==> src/hw/rtl/cda_pkg.sv <==
// Shared types, constants and the month length function of the calendar date adder.
`timescale 1ns / 1ps

package cda_pkg;

	localparam int DAY_W   = 5;
	localparam int MONTH_W = 4;
	localparam int YEAR_W  = 14;
	localparam int DEFAULT_INTERVAL_BITS = 12;

	localparam logic [YEAR_W-1:0]  YEAR_MAX  = 14'd9999;
	localparam logic [MONTH_W-1:0] MONTH_JAN = 4'd1;
	localparam logic [MONTH_W-1:0] MONTH_FEB = 4'd2;
	localparam logic [MONTH_W-1:0] MONTH_DEC = 4'd12;
	localparam logic [DAY_W-1:0]   DAY_MIN   = 5'd1;
	localparam logic [DAY_W-1:0]   LEAP_FEB_DAYS = 5'd29;

	localparam logic [6:0]  CENT_LAST  = 7'd99;
	localparam logic [13:0] CENT_SIZE  = 14'd100;
	localparam logic [26:0] RECIP_100  = 27'd5243;
	localparam int          RECIP_SHIFT = 19;

	localparam logic [DAY_W-1:0] MONTH_LEN [0:15] = '{
		5'd31, 5'd31, 5'd28, 5'd31, 5'd30, 5'd31, 5'd30, 5'd31,
		5'd31, 5'd30, 5'd31, 5'd30, 5'd31, 5'd31, 5'd31, 5'd31
	};

	typedef struct packed {
		logic load;
		logic div;
		logic rem;
		logic step;
		logic finish;
	} cda_cmd_t;

	typedef struct packed {
		logic day_gt_len;
	} cda_status_t;

	function automatic logic [DAY_W-1:0] month_days(input logic [MONTH_W-1:0] m,
			input logic leap);
		logic [DAY_W-1:0] len;
		len = MONTH_LEN[m];
		if (m == MONTH_FEB && leap) begin
			len = LEAP_FEB_DAYS;
		end
		return len;
	endfunction

endpackage

==> src/hw/rtl/cda_datapath.sv <==
// Datapath of the calendar date adder: date registers, leap year tracking and month stepping.
`timescale 1ns / 1ps

module cda_datapath #(
	parameter int INTERVAL_BITS = cda_pkg::DEFAULT_INTERVAL_BITS
) (
	input  logic                           clk,
	input  logic                           arst_n,
	input  cda_pkg::cda_cmd_t              cmd,
	output cda_pkg::cda_status_t           status,
	input  logic [cda_pkg::DAY_W-1:0]      start_day,
	input  logic [cda_pkg::MONTH_W-1:0]    start_month,
	input  logic [cda_pkg::YEAR_W-1:0]     start_year,
	input  logic [INTERVAL_BITS-1:0]       add_days,
	output logic [cda_pkg::DAY_W-1:0]      due_day,
	output logic [cda_pkg::MONTH_W-1:0]    due_month,
	output logic [cda_pkg::YEAR_W-1:0]     due_year,
	output logic                           year_overflow
);
	import cda_pkg::*;

	localparam int ACC_W = INTERVAL_BITS + 1;

	logic [ACC_W-1:0]   day_q;
	logic [MONTH_W-1:0] month_q;
	logic [YEAR_W-1:0]  year_q;
	logic               ovf_q;
	logic [6:0]         quot_q;
	logic [6:0]         cent_rem_q;
	logic [1:0]         cent_q;
	logic [26:0]        recip_prod;
	logic [13:0]        rem_full;
	logic               leap;
	logic [DAY_W-1:0]   len;

	assign recip_prod = {13'd0, year_q} * RECIP_100;
	assign rem_full   = year_q - (14'(quot_q) * CENT_SIZE);

	// The year is leap when divisible by four but not a century, or a century divisible by four.
	assign leap = ((year_q[1:0] == 2'd0) && (cent_rem_q != 7'd0)) ||
		((cent_rem_q == 7'd0) && (cent_q == 2'd0));
	assign len = month_days(month_q, leap);
	assign status.day_gt_len = day_q > ACC_W'(len);

	always_ff @(posedge clk or negedge arst_n) begin
		if (!arst_n) begin
			day_q         <= '0;
			month_q       <= MONTH_JAN;
			year_q        <= '0;
			ovf_q         <= 1'b0;
			quot_q        <= '0;
			cent_rem_q    <= '0;
			cent_q        <= '0;
			due_day       <= DAY_MIN;
			due_month     <= MONTH_JAN;
			due_year      <= '0;
			year_overflow <= 1'b0;
		end else begin
			if (cmd.load) begin
				day_q <= ACC_W'(start_day) + ACC_W'(add_days);
				if (start_month == 4'd0) begin
					month_q <= MONTH_JAN;
				end else if (start_month > MONTH_DEC) begin
					month_q <= MONTH_DEC;
				end else begin
					month_q <= start_month;
				end
				if (start_year > YEAR_MAX) begin
					year_q <= YEAR_MAX;
					ovf_q  <= 1'b1;
				end else begin
					year_q <= start_year;
					ovf_q  <= 1'b0;
				end
			end else if (cmd.step) begin
				day_q <= day_q - ACC_W'(len);
				if (month_q == MONTH_DEC) begin
					month_q <= MONTH_JAN;
					if (year_q >= YEAR_MAX) begin
						ovf_q <= 1'b1;
					end else begin
						year_q <= year_q + 14'd1;
						if (cent_rem_q == CENT_LAST) begin
							cent_rem_q <= 7'd0;
							cent_q     <= cent_q + 2'd1;
						end else begin
							cent_rem_q <= cent_rem_q + 7'd1;
						end
					end
				end else begin
					month_q <= month_q + 4'd1;
				end
			end
			if (cmd.div) begin
				quot_q <= recip_prod[RECIP_SHIFT+6:RECIP_SHIFT];
			end
			if (cmd.rem) begin
				cent_rem_q <= rem_full[6:0];
				cent_q     <= quot_q[1:0];
			end
			if (cmd.finish) begin
				due_day       <= (day_q == ACC_W'(0)) ? DAY_MIN : day_q[DAY_W-1:0];
				due_month     <= month_q;
				due_year      <= year_q;
				year_overflow <= ovf_q;
			end
		end
	end

endmodule

==> src/hw/rtl/cda_controller.sv <==
// Controller of the calendar date adder: sequences load, century split and month steps.
`timescale 1ns / 1ps

module cda_controller (
	input  logic                  clk,
	input  logic                  arst_n,
	input  logic                  start,
	output logic                  busy,
	output logic                  done,
	output cda_pkg::cda_cmd_t     cmd,
	input  cda_pkg::cda_status_t  status
);
	import cda_pkg::*;

	localparam logic [1:0] ST_IDLE = 2'd0;
	localparam logic [1:0] ST_DIV  = 2'd1;
	localparam logic [1:0] ST_REM  = 2'd2;
	localparam logic [1:0] ST_STEP = 2'd3;

	logic [1:0] state_q;
	logic [1:0] state_d;
	logic       done_q;

	assign busy = state_q != ST_IDLE;
	assign done = done_q;

	always_comb begin
		state_d    = state_q;
		cmd        = '0;
		case (state_q)
			ST_IDLE: begin
				if (start) begin
					cmd.load = 1'b1;
					state_d  = ST_DIV;
				end
			end
			ST_DIV: begin
				cmd.div = 1'b1;
				state_d = ST_REM;
			end
			ST_REM: begin
				cmd.rem = 1'b1;
				state_d = ST_STEP;
			end
			ST_STEP: begin
				if (status.day_gt_len) begin
					cmd.step = 1'b1;
				end else begin
					cmd.finish = 1'b1;
					state_d    = ST_IDLE;
				end
			end
			default: begin
				state_d = ST_IDLE;
			end
		endcase
	end

	always_ff @(posedge clk or negedge arst_n) begin
		if (!arst_n) begin
			state_q <= ST_IDLE;
			done_q  <= 1'b0;
		end else begin
			state_q <= state_d;
			done_q  <= cmd.finish;
		end
	end

endmodule

==> src/hw/rtl/calendar_date_add_days.sv <==
// Top level of the calendar date adder.
`timescale 1ns / 1ps

// Adds a day interval to a Gregorian date. An item is taken when start is high and busy is
// low; busy then stays high until the result is ready. The result is registered on the due
// ports, marked by done for a single cycle, and must be captured then, as it cannot be held
// off. After the load, the year is split into centuries, then the month loop subtracts one
// month length per cycle until the day fits the month, once per month end crossed. A new
// item may be started in the cycle that done is shown.
module calendar_date_add_days #(
	parameter int INTERVAL_BITS = cda_pkg::DEFAULT_INTERVAL_BITS
) (
	input  logic                           clk,
	input  logic                           arst_n,
	input  logic                           start,
	output logic                           busy,
	output logic                           done,
	input  logic [cda_pkg::DAY_W-1:0]      start_day,
	input  logic [cda_pkg::MONTH_W-1:0]    start_month,
	input  logic [cda_pkg::YEAR_W-1:0]     start_year,
	input  logic [INTERVAL_BITS-1:0]       add_days,
	output logic [cda_pkg::DAY_W-1:0]      due_day,
	output logic [cda_pkg::MONTH_W-1:0]    due_month,
	output logic [cda_pkg::YEAR_W-1:0]     due_year,
	output logic                           year_overflow
);
	import cda_pkg::*;

	cda_cmd_t    cmd;
	cda_status_t status;

	cda_controller u_ctrl (
		.clk    (clk),
		.arst_n (arst_n),
		.start  (start),
		.busy   (busy),
		.done   (done),
		.cmd    (cmd),
		.status (status)
	);

	cda_datapath #(
		.INTERVAL_BITS (INTERVAL_BITS)
	) u_dp (
		.clk           (clk),
		.arst_n        (arst_n),
		.cmd           (cmd),
		.status        (status),
		.start_day     (start_day),
		.start_month   (start_month),
		.start_year    (start_year),
		.add_days      (add_days),
		.due_day       (due_day),
		.due_month     (due_month),
		.due_year      (due_year),
		.year_overflow (year_overflow)
	);

endmodule

==> config.mk <==
export PLATFORM = sky130hd
export DESIGN_NAME = calendar_date_add_days
export DESIGN_NICKNAME = d
export VERILOG_FILES = /design/src/hw/rtl/cda_pkg.sv /design/src/hw/rtl/cda_datapath.sv /design/src/hw/rtl/cda_controller.sv /design/src/hw/rtl/calendar_date_add_days.sv
export SDC_FILE = /design/constraint.sdc
export NUM_CORES = 1
export LEC_CHECK = 0
export BUFFER_PORTS_ARGS = -buffer_cell sky130_fd_sc_hd__buf_2
export CAP_MARGIN = 0
export CORE_MARGIN = 2
export CORE_UTILIZATION = 65
export DETAILED_ROUTE_END_ITERATION = 8
export GPL_TIMING_DRIVEN = 0
export PLACE_DENSITY = 0.94
export SETUP_SLACK_MARGIN = 0.1
export SLEW_MARGIN = 25
export SYNTH_ARGS = -nofsm -noshare
export SYNTH_HDL_FRONTEND = slang
export SYNTH_SLANG_ARGS = --single-unit
==> constraint.sdc <==
create_clock -name clk -period 10.4 [get_ports clk]
set_clock_uncertainty 0.2 [all_clocks]
set_input_delay 2.08 -clock clk [delete_from_list [all_inputs] [get_ports clk]]
set_output_delay 2.08 -clock clk [all_outputs]
set_load 0.01 [all_outputs]
==> qor.yml, run 1 <==
status:
  status: "finished clean"
clock_network:
  cts_hold_buffers: 0
  clock-sinks: 73
  tritoncts: "yes"
  postCtsSetupBuffers: 0
  cts_made_buffers: 9
  clockBufferDepth: 2
  clk_latency_ns: 0.36
  h-tree-depth: 3
  root_buffer: "clkbuf_16"
  clk_pin_slew_ns: 0.06
  post_cts_resize_count: 0
critical_path:
  cp_data_required_time_ns: 10.45
  timing.critical_path.arrival_ns: 5.63
  crit_buf_inv: 4
  crit_chain: "inv_1 > fa_1 > inv_1 > ha_1 > fa_1 > inv_1 > fa_1 > fa_1 > inv_1 > ha_1 > a21oi_1 > o21ai_0 > a221oi_1 > nor3_1 > or3_1 > a31o_2"
  reg2reg_slack_ns: 4.82
  crit_family: "adder cells"
  ff2ff_path_depth: 16
  cpMaxStageDelayCell: "dfrtp_1"
  r2r-end: "u_dp.quot_q[3]"
  worst_setup_path_start_kind: "register"
  crit_path_max_fanout: 9
  slowest_delay_ns: 0.65
  rr_startpoint: "u_dp.year_q[4]"
  path_class: "reg -> reg"
  end_kind: "register"
synthesis:
  synth_edf_count: 0
  synth_xor_area_frac: 0.0399
  synthArstFlopShare: 1.00
  yosysSeqAreaShare: 0.231
  synth_seq_cells: 73
  synth_cell_types: 68
  synth_top_family_by_area: "adder cells"
  ys.flop_type: "dfrtp_1"
  ys.warnings.count: 0
  syn-mean-instance-area_um2: 9.56
  syn_nets: 1056
  syn_area_um2: 7910
  synth_compound_area_frac: 0.129
  synth_adder_area_share: 0.364
  synth_mux_area_frac: 0.0494
  syn_inst: 827
  synthSimpleGateAreaFrac: 0.103
floorplan:
  initial_core_util: 0.661
  core_area_um2: 12000
  rows: 40
  io_pins: 64
  die_area_um2: 13100
  die_h_um: 114
  fp.dieW_um: 114
global_route:
  grt_overflow: 0
  grtUsageTotal: 0.339
  grt_pass1_wl_um: 33900
  grt_max_degree: 40
  antenna_found_initial: 0
  grt_pass1_vias: 6686
finish:
  n_antenna_cell: 0
  area_growth_syn_to_layout_pct: 10.8
  drive_gt1_frac: 0.139
  n_fill_cell: 710
  final_cells: 1054
  nets: 1131
detailed_routing:
  via_count: 6610
  drc_errors: 0
  routed_wl_um: 21200
  drt-pass1-iter-count: 6
  first_iter_violations: 637
  wl_per_cell_um: 20.1
  vias_per_cell: 6.27
  ant_nets: 0
sta:
  setup_slack_ns: 4.82
  grt_setup_unrepaired: "no"
  report.final.slew_viol_count: 0
  setup_viol: 0
  period_needed_ns: 5.58
  tightestPinTransition_ns: 0.808
  period_share: 0.536
  tns_ns: 0
  hold_viol_final: 0
  slew_headroom: 0.461
  max_freq_mhz: 179
power_and_ir_drop:
  ir_drop_mv: 0.120
  powerDensity_nw_per_um2: 76.2
  cellLeakagePower_uw: 0.00459
flow_run:
  maxCapViolCount: 0
placed_design:
  dp_hpwl_um: 16200
  io_buffer_count: 63
  globalplace.congestion: 0.966
  dp.cells: 1038
  pre_cts_ws_ns: 4.91
worst_hold_path:
  holdCritStartpoint: "u_dp.due_year[3]"
  holdPathStages: 1
  worstHoldEndpoint: "u_dp.due_year[3]"
  min_path_type: "reg -> reg"
synth_stat cells, drive strengths merged, types with 3 or more instances:
master | count | area, µm²
inv | 153 | 574
ha | 126 | 1580
dfrtp | 70 | 1750
fa | 65 | 1300
nand2 | 46 | 173
a21oi | 44 | 224
nor2 | 42 | 158
o21ai | 38 | 194
xnor2 | 26 | 228
mux2 | 24 | 270
nor3 | 15 | 80.1
mux2i | 12 | 120
nand3 | 12 | 60.1
a211oi | 11 | 95.1
a31oi | 11 | 68.8
and3 | 11 | 75.1
xor2 | 10 | 87.6
nand4 | 9 | 56.3
and2 | 8 | 52.6
o21a | 8 | 60.1
a21o | 7 | 52.6
buf | 7 | 47.5
clkbuf | 7 | 30.0
nor4 | 6 | 37.5
a22oi | 4 | 30.0
o211ai | 4 | 43.8
o21bai | 4 | 30.0
o22ai | 4 | 25.0
or3 | 4 | 25.0
dfstp | 3 | 78.8
o31ai | 3 | 22.5
metrics by stage:
stage               instance area (µm²)   util  hold WS, ns  total power (µW)
CTS                                8760  0.732        0.305               665
global placement                   8410  0.703        0.284               316
detailed placement                 8430  0.705        0.292               318
global route                       8760  0.732        0.318               677
floorplan                          7910      -        0.269               300
finish                             8760  0.732        0.301               667
layout make-up:
cell class / instances / area, µm² / share of cell area
clock inverter: 6 / 90.1 / 0.0103
buffer: 15 / 86.3 / 0.00986
tap: 147 / 184 / 0.0210
clock buffer: 10 / 239 / 0.0273
timing repair buffer: 64 / 338 / 0.0386
multi-input combinational: 586 / 5420 / 0.618
inverter: 153 / 574 / 0.0656
sequential: 73 / 1830 / 0.209
state kept, by name, indices dropped and copies added, names as in the netlist:
signal / count
u_dp.due_year: 14
u_dp.year_q: 14
u_dp.day_q: 13
u_dp.cent_rem_q: 7
u_dp.due_day: 5
u_dp.quot_q: 5
u_dp.due_month: 4
u_dp.month_q: 4
u_ctrl.state_q: 2
u_dp.cent_q: 2
u_ctrl.done: 1
u_dp.ovf_q: 1
u_dp.year_overflow: 1
cell families after synthesis:
family | after synthesis
AO/OA/AOI/OAI | 157
buffers and inverters | 168
multiplexers | 36
AND/OR/NAND/NOR | 166
XOR/XNOR | 36
flip-flops | 73
adder cells (fa/ha/maj) | 191
metal layers:
metal  share of wire  up-vias  wire (µm)  track usage
met5               0        -          0            0
met2            0.49      391      10400        0.553
li1                -     2937          -            -
met1            0.39     3201       8250        0.454
met4           0.037        0        785        0.128
met3           0.086       81       1830       0.0641
power by group:
part / leakage [µW] / total (µW) / switching, µW / internal (µW)
logic: 0.00353 / 30.2 / 18.7 / 11.5
registers: 0.000896 / 284 / 0 / 284
clock network: 0.000159 / 353 / 136 / 217
worst max-delay path by stage:
| stage | cells after the start | startpoint | slack (ns) | end |
|---|---|---|---|---|
| after global routing | 16 | u_dp.year_q[4] | 4.55 | u_dp.quot_q[3] |
| after detailed placement | 16 | u_dp.year_q[6] | 4.91 | u_dp.quot_q[3] |
| after global placement | 16 | u_dp.year_q[6] | 4.97 | u_dp.quot_q[3] |
| after CTS | 16 | u_dp.year_q[6] | 4.86 | u_dp.quot_q[3] |
| after floorplan | 16 | u_dp.year_q[4] | 5.48 | u_dp.quot_q[3] |
| final | 16 | u_dp.year_q[4] | 4.82 | u_dp.quot_q[3] |
placed cells by master (no fill, tap or decap), drive strengths merged, types with 17 or more instances in the layout:
cell / instances
clkbuf: 17
o21ai: 38
inv: 154
xnor2: 26
dfrtp: 70
mux2: 24
nand2: 46
buf: 71
nor2: 42
ha: 126
fa: 65
a21oi: 44
worst reg2reg max path: stages, from the launching register on:
cell      delay (ns)
dfrtp_1         0.65
inv_1           0.30
fa_1            0.59
inv_1           0.05
ha_1            0.22
fa_1            0.54
inv_1           0.05
fa_1            0.46
fa_1            0.56
inv_1           0.05
ha_1            0.34
a21oi_1         0.16
o21ai_0         0.11
a221oi_1        0.47
nor3_1          0.11
or3_1           0.36
a31o_2          0.24
No activity file was read; power rests on OpenSTA's default activity.
==> run 2, diff against run 1 <==
- ABC_AREA: not set -> 1
- CORE_UTILIZATION: 65 -> 56
- PLACE_DENSITY: 0.94 -> 0.86
- clock period: 10.4 -> 4.82 ns (I/O delays scaled with it)
==> qor.yml, run 2 <==
status:
  status: "finished clean"
synthesis:
  synth_common_cells: "237 x nand2_1, 212 x inv_1, 126 x ha_1"
  yosysSeqAreaShare: 0.221
  synth_top_area_cell: "dfrtp_1"
  ys.flop_type: "dfrtp_1"
  syn-mean-instance-area_um2: 7.87
  synth_edf_count: 0
  syn_inst: 1054
  syn_area_um2: 8290
  synth_most_common_cell: "nand2_1"
  syn_nets: 1283
  synth_cell_types: 46
  yosys-top-cells-area: "dfrtp_1 21%, ha_1 19%, fa_1 16%, nand2_1 11%, inv_1 9.6%"
  synthArstFlopShare: 1.00
  synth_seq_cells: 73
  yosysTopAreaCellShare: 0.211
  ys.warnings.count: 0
finish:
  nets: 1384
  final_cell_mix: "235 x nand2_1, 206 x inv_1, 120 x ha_1, 76 x o21ai_0, 68 x buf_2"
  reg.largest.list: "u_dp.due_year x14, u_dp.year_q x14, u_dp.day_q x13"
  mostFrequentLayoutCell: "nand2_1"
  n_antenna_cell: 0
  drive_gt1_frac: 0.154
  area_growth_syn_to_layout_pct: 15.2
sta:
  setup_slack_ns: 0.254
  report.final.slew_viol_count: 0
  period_share: 0.947
  max_freq_mhz: 219
  tightestPinTransition_ns: 0.704
  whs_ns: 0.276
  period_needed_ns: 4.57
  hold_viol_final: 0
  slew_headroom: 0.531
  grt_setup_unrepaired: "yes"
  tns_ns: 0
  setup_viol: 0
critical_path:
  crit_chain: "buf_12 > buf_4 > fa_1 > ha_2 > fa_1 > fa_1 > inv_1 > fa_1 > inv_1 > ha_1 > nand2_1 > nor2_1 > and2_4 > nand4_1 > nand3_1 > nand2_1 > nand3_1 > o21ai_0"
  timing.critical_path.arrival_ns: 4.59
  worst_setup_path_start_kind: "register"
  cpMaxStageDelayCell: "fa_1"
  end_kind: "register"
  path_class: "reg -> reg"
  slowest_delay_ns: 0.54
  cp_data_required_time_ns: 4.84
  crit_path_max_fanout: 5
  crit_top_cell: "fa_1"
floorplan:
  rows: 44
  die_area_um2: 15800
  die_h_um: 126
  fp.dieW_um: 126
  core_area_um2: 14500
  initial_core_util: 0.573
  io_pins: 64
clock_network:
  clk_pin_slew_ns: 0.06
  cts_hold_buffers: 0
  clock-sinks: 73
  root_buffer: "clkbuf_16"
  clockBufferDepth: 2
  cts_made_buffers: 9
  clk_latency_ns: 0.34
  h-tree-depth: 3
  tritoncts: "yes"
detailed_routing:
  wl_per_cell_um: 16.7
  met2_length_um: 10700
  drc_errors: 0
  drt-pass1-iter-count: 6
  via_count: 7562
  routed-wl-met3_um: 1600
  first_iter_violations: 576
  wl_met1_um: 8970
  routed.top_layer: "met4"
  vias_per_cell: 5.63
  routed_wl_um: 22400
  ant_nets: 0
global_route:
  grt_pass1_wl_um: 35900
  grtUsageTotal: 0.282
  antenna_found_initial: 0
  grt_max_degree: 48
  grt_overflow: 0
  grt_pass1_vias: 7386
worst_hold_path:
  min_path_type: "reg -> reg"
placed_design:
  globalplace.congestion: 0.921
  pre_cts_ws_ns: -0.141
  dp_hpwl_um: 16300
  io_buffer_count: 63
flow_run:
  maxCapViolCount: 0
==> run 2: cell types whose count changed in the layout (fill, tap and decap cells not counted), moves of 11 or more <==
cell     delta
nand3_1    +43
mux2_2     -24
buf_4      +24
nand2_1   +189
o21ai_0    +40
inv_1      +53
dfrtp_2    +11
dfrtp_1    -12
xnor2_1    -19
mux2i_1    -12
==> run 2: worst paths after layout <==
kind	slack (ns)	endpoint	cells past startpoint	startpoint
max reg2reg	0.25	u_dp.quot_q[2]	18	u_dp.year_q[6]
min reg2reg	0.28	u_dp.due_day[0]	2	u_dp.due_day[0]
min in group asynchronous	0.34	u_dp.day_q[4]	1	arst_n
min	0.28	u_dp.due_day[0]	2	u_dp.due_day[0]
max in group asynchronous	3.47	u_dp.due_month[0]	2	arst_n
max	0.25	u_dp.quot_q[2]	18	u_dp.year_q[6]
==> run 2: final cells by class <==
| cell class | instances | area, µm² |
|---|---|---|
| well taps | 184 | 230 |
| inverters | 217 | 832 |
| plain buffers | 16 | 98.8 |
| fillers | 1066 | 4920 |
| repair buffers | 90 | 551 |
| flip-flops and latches | 73 | 1850 |
| multi-input cells | 748 | 5650 |
| clock inverters | 3 | 68.8 |
| clock buffers | 13 | 280 |
==> run 2: cells by family after synthesis <==
family / count (synthesis) / share of synthesized area
flip-flops: 73 / 0.221
buffers and inverters: 233 / 0.110
XOR/XNOR: 18 / 0.0190
AO/OA/AOI/OAI: 155 / 0.104
adder cells (fa/ha/maj): 191 / 0.347
AND/OR/NAND/NOR: 384 / 0.199
==> run 2: per-layer routing <==
metal  vias to the layer above  GRT usage
met4                         0      0.114
li1                       3541          -
met5                         -          0
met3                        98     0.0493
met2                       357      0.470
met1                      3566      0.365
==> run 2: timing repair <==
item                                    4_1_cts  5_1_grt
gates resized for setup                      10       25
endpoints found under the setup margin        5        5
buffers inserted                              7       19
pin swaps                                     0        9
==> run 2: through the flow <==
stage | util | area [µm²] | instances
5_1_grt | 0.660 | 9560 | 1344
2_1_floorplan | - | 8290 | 1054
4_1_cts | 0.642 | 9290 | 1325
3_3_place_gp | 0.611 | 8840 | 1301
6_report | 0.660 | 9560 | 1344
3_5_place_dp | 0.613 | 8870 | 1302
==> run 2: critical path: cells and delay by family, from the launching register on <==
| family | cells | cell delay [ns] |
|---|---|---|
| adders and majority gates | 6 | 2.60 |
| and+or+nand+nor | 7 | 0.70 |
| DFF | 1 | 0.45 |
| buffers and inverters | 4 | 0.40 |
| AOI/OAI and AO/OA | 1 | 0.08 |
Power of run 2 is not shown: default switching activity piles up to over one toggle a cycle in this logic, so the estimate is an artifact.
==> run 3, diff against run 2 <==
- CORE_UTILIZATION: 56 -> 63
- PLACE_DENSITY: 0.86 -> 0.91
- REMOVE_ABC_BUFFERS: not set -> 1
- clock period: 4.82 -> 4.5 ns (I/O delays scaled with it)
==> qor.yml, run 3 (same netlist as run 2, synthesis figures left out) <==
flow_run:
  maxCapViolCount: 0
detailed_routing:
  drt-pass1-iter-count: 9
  ant_nets: 0
  via_count: 9119
  vias_per_cell: 6.84
  routed_wl_um: 31900
  wl_per_cell_um: 23.9
  first_iter_violations: 1963
  drc_errors: 46
sta:
  grt_setup_unrepaired: "yes"
  report.final.slew_viol_count: 0
  setup_viol: 5
  hold_viol_final: 0
  max_freq_mhz: 208
  slew_headroom: 0.389
  period_needed_ns: 4.82
  period_share: 1.07
  setup_slack_ns: -0.315
  tightestPinTransition_ns: 0.916
status:
  status: "finished, violations left"
  violations: "DRC, setup timing"
floorplan:
  die_h_um: 119
  initial_core_util: 0.652
  core_area_um2: 12700
  fp.dieW_um: 119
  io_pins: 64
  die_area_um2: 14100
  rows: 41
clock_network:
  cts_made_buffers: 9
  h-tree-depth: 3
  clockBufferDepth: 2
  root_buffer: "clkbuf_16"
  clock-sinks: 73
  cts_hold_buffers: 0
  clk_pin_slew_ns: 0.07
  tritoncts: "yes"
  clk_latency_ns: 0.35
finish:
  reg.largest.list: "u_dp.due_year x14, u_dp.year_q x14, u_dp.day_q x13"
  final_cell_mix: "224 x nand2_1, 198 x inv_1, 109 x ha_1, 76 x o21ai_0, 63 x fa_1"
  mostFrequentLayoutCell: "nand2_1"
  n_fill_cell: 684
  nets: 1385
  n_antenna_cell: 0
  drive_gt1_frac: 0.197
  area_growth_syn_to_layout_pct: 17.3
  fin_area_um2: 9730
critical_path:
  ff2ff_path_depth: 18
  slowest_delay_ns: 0.71
  cpMaxStageDelayCell: "fa_1"
  reg2reg_slack_ns: -0.32
  path_class: "reg -> reg"
  r2r-end: "u_dp.quot_q[2]"
  cp_data_required_time_ns: 4.53
  timing.critical_path.arrival_ns: 4.84
  rr_startpoint: "u_dp.year_q[9]"
  end_kind: "register"
  crit_path_max_fanout: 4
  crit_chain: "fa_1 > ha_1 > inv_2 > fa_1 > inv_2 > fa_1 > inv_2 > fa_1 > inv_2 > ha_4 > nand2_4 > nor2_1 > and2_1 > nand4_1 > nand3_1 > nand2_1 > nand3_1 > o21ai_0"
  crit_buf_inv: 4
  worst_setup_path_start_kind: "register"
  crit_family: "adder cells"
global_route:
  antenna_found_initial: 2
  met2_usage: 0.628
  grt_pass1_vias: 8431
  grt_max_degree: 55
  grt_overflow: 0
  globalRouteMet1Util: 0.465
  gr-max-usage-layer: "met2"
  grtUsageTotal: 0.391
  met3_usage: 0.106
  grt_pass1_wl_um: 43100
placed_design:
  dp_hpwl_um: 15600
  io_buffer_count: 63
  globalplace.congestion: 0.915
  place_area_um2: 8760
worst_hold_path:
  min_path_type: "in -> async"
run 3: changes by cell type in the layout (fill, tap and decap cells not counted), moves of 5 or more:
cell      before  now
clkbuf_1       5    0
inv_1        206  198
nand2_1      235  224
nand2_2        5   16
ha_4           5   14
buf_2         68   62
buf_4         27   39
ha_1         120  109
inv_2          4   12
run 3: worst max-delay path by stage:
stage	start	slack (ns)	cells after the start	end
after floorplan	u_dp.year_q[11]	0.06	20	u_dp.quot_q[4]
after detailed placement	u_dp.year_q[11]	-0.45	20	u_dp.quot_q[4]
final	u_dp.year_q[9]	-0.32	18	u_dp.quot_q[2]
after global routing	u_dp.year_q[9]	-0.47	18	u_dp.quot_q[2]
after CTS	u_dp.year_q[11]	0.06	20	u_dp.quot_q[4]
after global placement	u_dp.year_q[11]	-0.32	20	u_dp.quot_q[4]
run 3: layer usage:
layer,routed length (µm),vias up
li1,-,3544
met1,10000,4070
met2,13200,1066
met3,5060,437
met4,3590,2
met5,13,-
run 3: metrics by stage:
step / TNS [ns] / setup slack (ns) / hold slack (ns) / std cells / util
final: -1.14 / -0.315 / 0.233 / 1333 / 0.765
after global routing: -1.53 / -0.470 / 0.253 / 1333 / 0.765
after CTS: 0 / 0.0571 / 0.243 / 1322 / 0.747
after detailed placement: -1.86 / -0.452 / 0.269 / 1274 / 0.689
after global placement: -1.34 / -0.315 / 0.260 / 1273 / 0.686
after floorplan: 0 / 0.0587 / 0.249 / 1038 / -
run 3: final cells by class:
cell class / count / area (µm²) / area share
tap: 172 / 215 / 0.0221
multi-input combinational: 748 / 5850 / 0.601
inverter: 217 / 832 / 0.0855
sequential: 73 / 1850 / 0.190
timing repair buffer: 107 / 704 / 0.0724
clock inverter: 7 / 60.1 / 0.00617
clock buffer: 9 / 225 / 0.0231
run 3: what timing repair did:
action	4_1_cts	5_1_grt
setup endpoints to repair	5	5
pin swaps	25	18
hold endpoints to repair	0	0
buffers inserted	32	11
resized for setup	41	39
run 3: worst reg2reg max path, cell delays in order (launching register included):
cell and delay, ns:
dfrtp_2 0.48, fa_1 0.54, ha_1 0.31, inv_2 0.05
fa_1 0.71, inv_2 0.09, fa_1 0.54, inv_2 0.05
fa_1 0.52, inv_2 0.05, ha_4 0.29, nand2_4 0.06
nor2_1 0.11, and2_1 0.18, nand4_1 0.20, nand3_1 0.12
nand2_1 0.05, nand3_1 0.06, o21ai_0 0.08
Power of run 3 is left out for the same reason.
